[config.mk]
export PLATFORM = sky130hd
export DESIGN_NAME = cau_iter
export DESIGN_NICKNAME = d
export VERILOG_FILES = /design/src/assert_macros.svh /design/src/cau_pkg.sv /design/src/cau_iter.sv
export SDC_FILE = /design/constraint.sdc
export NUM_CORES = 1
export LEC_CHECK = 0
export ABC_AREA = 0
export BUFFER_PORTS_ARGS = -buffer_cell sky130_fd_sc_hd__buf_2
export CORE_AREA = 2 2 415 417
export DETAILED_ROUTE_END_ITERATION = 8
export DIE_AREA = 0 0 417 419
export GPL_ROUTABILITY_DRIVEN = 0
export REMOVE_ABC_BUFFERS = 1
export SLEW_MARGIN = 10
export SYNTH_ARGS = -nofsm -noshare
export SYNTH_HDL_FRONTEND = slang
export SYNTH_SLANG_ARGS = --single-unit
export TNS_END_PERCENT = 50
[constraint.sdc]
create_clock -name clk -period 3.45 [get_ports clk]
set_input_delay 0.345 -clock clk [delete_from_list [all_inputs] [get_ports clk]]
set_output_delay 0.345 -clock clk [all_outputs]
set_load 0.1 [all_outputs]
[src/assert_macros.svh]
// Assertion macros for the complex arithmetic unit.
// Included by modules that carry concurrent checks; no other dependencies.
`ifndef ASSERT_MACROS_SVH
`define ASSERT_MACROS_SVH
`ifndef SYNTHESIS
`define CAU_ASSERT_IMP(label, clk, rst, a, b) \
  label: assert property (@(posedge clk) disable iff (rst) (a) |-> (b)) \
    else $error("assertion failed");
`define CAU_ASSERT_NXT(label, clk, rst, a, b) \
  label: assert property (@(posedge clk) disable iff (rst) (a) |=> (b)) \
    else $error("assertion failed");
`else
`define CAU_ASSERT_IMP(label, clk, rst, a, b)
`define CAU_ASSERT_NXT(label, clk, rst, a, b)
`endif
`endif

[src/cau_pkg.sv]
// Shared constants and types for the complex arithmetic unit.
// No dependencies.
`timescale 1ns / 1ps

package cau_pkg;

  localparam int WORD_BITS_DEF = 32;
  localparam int FRAC_BITS_DEF = 16;

  localparam logic [2:0] MODE_ADD   = 3'd0;
  localparam logic [2:0] MODE_SUB   = 3'd1;
  localparam logic [2:0] MODE_MUL   = 3'd2;
  localparam logic [2:0] MODE_SCALE = 3'd3;
  localparam logic [2:0] MODE_CONJ  = 3'd4;
  localparam logic [2:0] MODE_NEG   = 3'd5;
  localparam logic [2:0] MODE_DIV   = 3'd6;
  localparam logic [2:0] MODE_MAG   = 3'd7;

  typedef struct packed {
    logic       valid;
    logic [2:0] mode;
    logic       dbz;
    logic       dovf;
    logic       neg_r;
    logic       neg_i;
    logic       qov_r;
    logic       qov_i;
  } ctl_t;

endpackage

[src/cau_iter.sv]
// One pipeline stage of the iterative part: a restoring divide step for
// both quotient lanes and one digit of the square root. Uses cau_pkg.
`timescale 1ns / 1ps

module cau_iter #(
  parameter int EW = cau_pkg::WORD_BITS_DEF,
  parameter int K  = 0
) (
  input  logic                clk,
  input  logic                rst,
  input  logic                en,
  input  cau_pkg::ctl_t       ctl_i,
  output cau_pkg::ctl_t       ctl_o,
  input  logic [2*EW-1:0]     d_i,
  output logic [2*EW-1:0]     d_o,
  input  logic [2*EW-1:0]     rr_i,
  output logic [2*EW-1:0]     rr_o,
  input  logic [2*EW-1:0]     ri_i,
  output logic [2*EW-1:0]     ri_o,
  input  logic [EW:0]         qr_i,
  output logic [EW:0]         qr_o,
  input  logic [EW:0]         qi_i,
  output logic [EW:0]         qi_o,
  input  logic [EW:0]         xr_i,
  output logic [EW:0]         xr_o,
  input  logic [EW:0]         xi_i,
  output logic [EW:0]         xi_o,
  input  logic [2*EW+1:0]     sn_i,
  output logic [2*EW+1:0]     sn_o,
  input  logic [EW+2:0]       srem_i,
  output logic [EW+2:0]       srem_o,
  input  logic [EW:0]         sroot_i,
  output logic [EW:0]         sroot_o,
  input  logic [EW-1:0]       dyr_i,
  output logic [EW-1:0]       dyr_o,
  input  logic [EW-1:0]       dyi_i,
  output logic [EW-1:0]       dyi_o
);

  localparam int PW = 2 * EW;
  localparam int RW = EW + 3;

  logic [PW:0]   tr, ti, dr_diff, di_diff;
  logic          ger, gei;
  logic [RW+1:0] st, trial, s_diff;
  logic          ges;

  always_comb begin
    tr      = {rr_i, xr_i[K]};
    ti      = {ri_i, xi_i[K]};
    dr_diff = tr - {1'b0, d_i};
    di_diff = ti - {1'b0, d_i};
    ger     = tr >= {1'b0, d_i};
    gei     = ti >= {1'b0, d_i};
    st      = {srem_i, sn_i[2*K+1 -: 2]};
    trial   = (RW + 2)'({sroot_i, 2'b01});
    s_diff  = st - trial;
    ges     = st >= trial;
  end

  always_ff @(posedge clk) begin
    if (rst) begin
      ctl_o <= '0;
    end else if (en) begin
      ctl_o <= ctl_i;
    end
  end

  always_ff @(posedge clk) begin
    if (en) begin
      d_o     <= d_i;
      rr_o    <= ger ? dr_diff[PW-1:0] : tr[PW-1:0];
      ri_o    <= gei ? di_diff[PW-1:0] : ti[PW-1:0];
      qr_o    <= {qr_i[EW-1:0], ger};
      qi_o    <= {qi_i[EW-1:0], gei};
      xr_o    <= xr_i;
      xi_o    <= xi_i;
      sn_o    <= sn_i;
      srem_o  <= ges ? s_diff[RW-1:0] : st[RW-1:0];
      sroot_o <= {sroot_i[EW-1:0], ges};
      dyr_o   <= dyr_i;
      dyi_o   <= dyi_i;
    end
  end

endmodule

# After elaboration in Yosys (flattened, before gate mapping)
# Index checks and enable logic that the tools add are counted.
# classes
add_sub_neg,3
order_cmp,3
muxes,3
# ops
operator,n
>= comparator 65 x 64 -> 1 bit,2
two-way mux 64 bit,2
subtractor 64 bit,2
>= comparator 37 x 35 -> 1 bit,1
two-way mux 35 bit,1
subtractor 35 bit,1
# totals
register_bits,532
output_inout_bits,532
wordCells,29

# Depth between registers and ports, before layout
# depth
ltp_word,2
ltp_mapped,16
ltp_nobuf,13

# Worst setup path after synthesis
# No wires, ideal clock.
# synth_timing
kind,input port to flip-flop
start,input sroot_i[24]
end,register srem_o[22] (data pin)
setup_ps,260
arrival_time_ps,2878
t_required_ps,3190
path_slack_ps,312
stages,13
cell_sequence,inv_1 ha_1 buf_6 a21o_1 a21o_1 a21o_1 a21oi_1 o21ai_0 a221o_1 a2111oi_4 o41ai_4 buf_6 mux2_4
# synth_via
elab_chain_cells,2
# synth_lines
element,line_no,source
start: declaration,cau_iter.sv:32,"input logic [EW:0] sroot_i,"
>= comparator 37 x 35 -> 1 bit,cau_iter.sv:58,ges = st >= trial;
two-way mux 35 bit,cau_iter.sv:79,srem_o <= ges ? s_diff[RW-1:0] : st[RW-1:0];
end signal: assignment,cau_iter.sv:79,
end: declaration,cau_iter.sv:31,"output logic [EW+2:0] srem_o,"
# Every way passes these cells.
# A chain may end at the register's enable or synchronous reset.

# Worst setup path after layout
# layout_timing
start,input d_i[19]
end,register ri_o[5] (data pin)
# layout_via
elab_chain_cells,2
# layout_lines
element,line_no,source
start: declaration,cau_iter.sv:14,"input logic [2*EW-1:0] d_i,"
>= comparator 65 x 64 -> 1 bit,cau_iter.sv:54,"gei = ti >= {1'b0, d_i};"
two-way mux 64 bit,cau_iter.sv:73,ri_o <= gei ? di_diff[PW-1:0] : ti[PW-1:0];
end signal: assignment,cau_iter.sv:73,
end: declaration,cau_iter.sv:19,"output logic [2*EW-1:0] ri_o,"
# Every way passes these cells.

==> impl_metrics.toml <==
[grt]
antenna_found_initial = 37
grt_pass1_vias = 27700
grt_max_degree = 89
grt_util_all_layers_pct = 15.0
grt_pass1_wl_um = 191000
overflow = 0

[sta]
final.period_utilization_pct = 101
rsz0062_at_grt = "true"
hold_violations = 0
finalSetupViolCount = 5
fmax_mhz = 286
period_needed_ns = 3.49
timing.final.ws_setup_ns = -0.0417
drv_slew = 0
fin_skew_ns = 0
tightest_slew_ns = 0.922
max_slew_margin_pct = 37.7

[synthesis]
yosys-top-cells-count = "edfxtp_1, a21oi_1, nor2_1"
synth.avg_cell_area_um2 = 11.6
synthCells = 2403
synth-seq-cells = 532
synth_most_common_cell = "edfxtp_1"
yosys_most_used_dff = "edfxtp_1"
async_reset_ff_share_pct = 0
ys_warn_count = 0
ys_seq_area_share_pct = 56.8
post_synth_num_cell_types = 91
synth_edf_count = 522
netlist_area_um2 = 27900
synth_top_area_share_pct = 56.1
synth_area_leaders = "edfxtp_1, ha_1, a21oi_1, nor2_1, xnor2_1"
post-synth-top-area-cell = "edfxtp_1"

[hold_path]
hold_path.class = "in -> reg"
hold_path.startpoint = "sn_i[1]"
min_to = "sn_o[1]"
holdPathStages = 1

[floorplan]
coreArea_um2 = 171000
dieArea_um2 = 175000
die_h_um = 419
ios = 1067
fp.dieW_um = 417
start_util_pct = 16.4
rows = 152

[worst_setup_path]
end_kind = "flip-flop"
critPathLaunchType = "input pin"
reg2reg_from = "ctl_o[3]"
cp.arrival_ns = 3.91
cp_cell_sequence = "dlygate4sd3_1, buf_2, inv_1, ha_1, and4_2, nor2b_2, nand4_1, o2111ai_1, a21oi_2, buf_12, o22ai_1, buf_4, o21ai_4, a21oi_4, buf_12, buf_12, buf_4, nor2_1, a21oi_1, buf_4"
worst_ep_required_time_ns = 3.87
r2r-end = "ctl_o[3]"
reg2reg_slack_ns = 2.24
ff2ff_path_depth = 3
worst-path-buf-inv = 9
critPathTopFamily = "buffers and inverters"
cpPeakStageDelay_ns = 0.52
worstSetupPathType = "in -> reg"
path_max_fanout = 14
crit_path_top_delay_cell = "dlygate4sd3_1"

[clocking]
htreeDepth = 2
clk_pin_slew_ns = 0.06
clk_path_buf_depth = 3
clk_latency_ns = 0.68
clockRootBuffer = "clkbuf_16"
numCtsBuffers = 61
cts_tree = "yes"
clkSinkCount = 532

[pwr]
ir_worst_vdd_mv = 0.415
power.total_mw = 25.1
p_leak_nw = 20.2
power_density_nw_per_um2 = 544

[status]
outcome = "finished, violations left"
violations = "setup timing"

[cells_and_area]
fillers = 17700
nNetsFinal = 5040
area_growth_syn_to_layout_pct = 65.1
final_cell_count_no_fill = 6635
postLayoutCoreUtil_pct = 27.0
drive_above_1_share_pct = 39.2

[placement]
dpl.hpwl_um = 113000
place_ws_ns = -0.857
place_inst = 6054
port_buffers = 1064

[drt]
totalWireLength_um = 142000
drt_first_pass_iters = 8
post_drt_wl_per_cell_um = 21.3
ant_nets = 0
drc = 0
drt_iter0_drc = 1900
via_count = 27700
post_drt_via_cell_ratio = 4.18

[run]
maxCapViolations = 0
[through the flow]
step,TNS (ns),hold WS [ns],instance area [µm²]
2_1_floorplan,-221.90,0.417,27500
3_3_place_gp,-55.34,0.471,39200
3_5_place_dp,-55.06,0.475,39200
4_1_cts,0,0.000255,45700
5_1_grt,-0.106,0.0162,46100
6_report,-0.105,0.0304,46100
[repair_timing]
item / 4_1_cts / 5_1_grt
gates resized for setup: 2 / 56
endpoints found under the setup margin: 6 / 102
gates cloned: 0 / 4
hold buffers: 449 / 0
endpoints found under the hold margin: 439 / 0
setup buffers: 0 / 3
pin swaps: 0 / 10
[sequential cells by signal, summed over array words and instances, names as in the netlist]
name / count
srem_o: 35
sroot_o: 33
qr_o: 33
rr_o: 64
sn_o: 66
qi_o: 33
ctl_o: 10
xr_o: 33
xi_o: 33
dyi_o: 32
d_o: 64
ri_o: 64
dyr_o: 32
[how the worst max path moves through the flow]
stage	from	to	cells past startpoint
global placement	xr_i[0]	rr_o[62]	16
floorplan	d_i[30]	qi_o[0]	9
detailed placement	xr_i[0]	rr_o[58]	16
finish	d_i[19]	ri_o[5]	20
CTS	d_i[20]	rr_o[5]	16
global route	d_i[19]	ri_o[5]	20
[placed cells by master (no fill, tap or decap), drive strengths merged, types with 10 or more instances in the layout]
master | netlist | layout
o31ai | 14 | 14
nor3 | 19 | 19
o21ai | 100 | 100
nor4 | 11 | 11
xor2 | 63 | 63
nand4 | 57 | 57
diode | 0 | 12
o21a | 18 | 18
a31oi | 21 | 21
mux2i | 12 | 12
mux2 | 41 | 41
buf | 43 | 1520
ha | 163 | 163
clkbuf | 57 | 79
inv | 147 | 153
nand2b | 15 | 15
or3 | 12 | 12
and3 | 16 | 16
edfxtp | 522 | 522
nor2 | 226 | 226
nor2b | 15 | 15
clkinv | 0 | 25
a211oi | 10 | 10
a21o | 95 | 95
o21bai | 35 | 35
dfxtp | 10 | 10
dlygate4sd3 | 0 | 449
a21oi | 302 | 302
nand2 | 128 | 128
nand3 | 30 | 30
xnor2 | 87 | 87
[final cells by class]
type | count | area [µm²] | share of cell area (%)
antenna | 12 | 30.0 | 0.0651
clock buffer | 74 | 1610 | 3.48
clock inverter | 39 | 397 | 0.860
inverter | 147 | 557 | 1.21
multi-input combinational | 1624 | 11300 | 24.5
sequential | 532 | 15900 | 34.4
tap | 2233 | 2790 | 6.06
timing repair buffer | 1974 | 13600 | 29.4
[logic make-up after synthesis]
group	Yosys count	synth area share [%]
muxes	53	2.14
DFF	532	56.8
adders and majority gates	165	7.44
AOI/OAI and AO/OA	683	15.6
buffers and inverters	247	3.64
and+or+nand+nor	573	9.65
xor gates and xnor gates	150	4.70
[worst register-to-register path, cell delays in order (launching register included)]
cell and delay (ns):
dfxtp_1 0.32, mux2i_1 0.14, nor2_1 0.07, dlygate4sd3_1 0.57
[where the power goes]
group | switching, mW | internal [mW] | total (mW) | leakage (nW)
clock network | 2.93 | 3.71 | 6.64 | 0.970
logic | 7.65 | 2.61 | 10.3 | 14.1
registers | 0.248 | 7.94 | 8.19 | 5.19
total | 10.8 | 14.3 | 25.1 | 20.2
[layer usage]
layer / GRT usage (%) / routed length [µm]
met2: 27.5 / 72300
met5: 0 / 173
met3: 3.50 / 9580
met4: 8.06 / 8770
met1: 16.0 / 50700
Note: power is estimated with default switching activity, not from simulation.
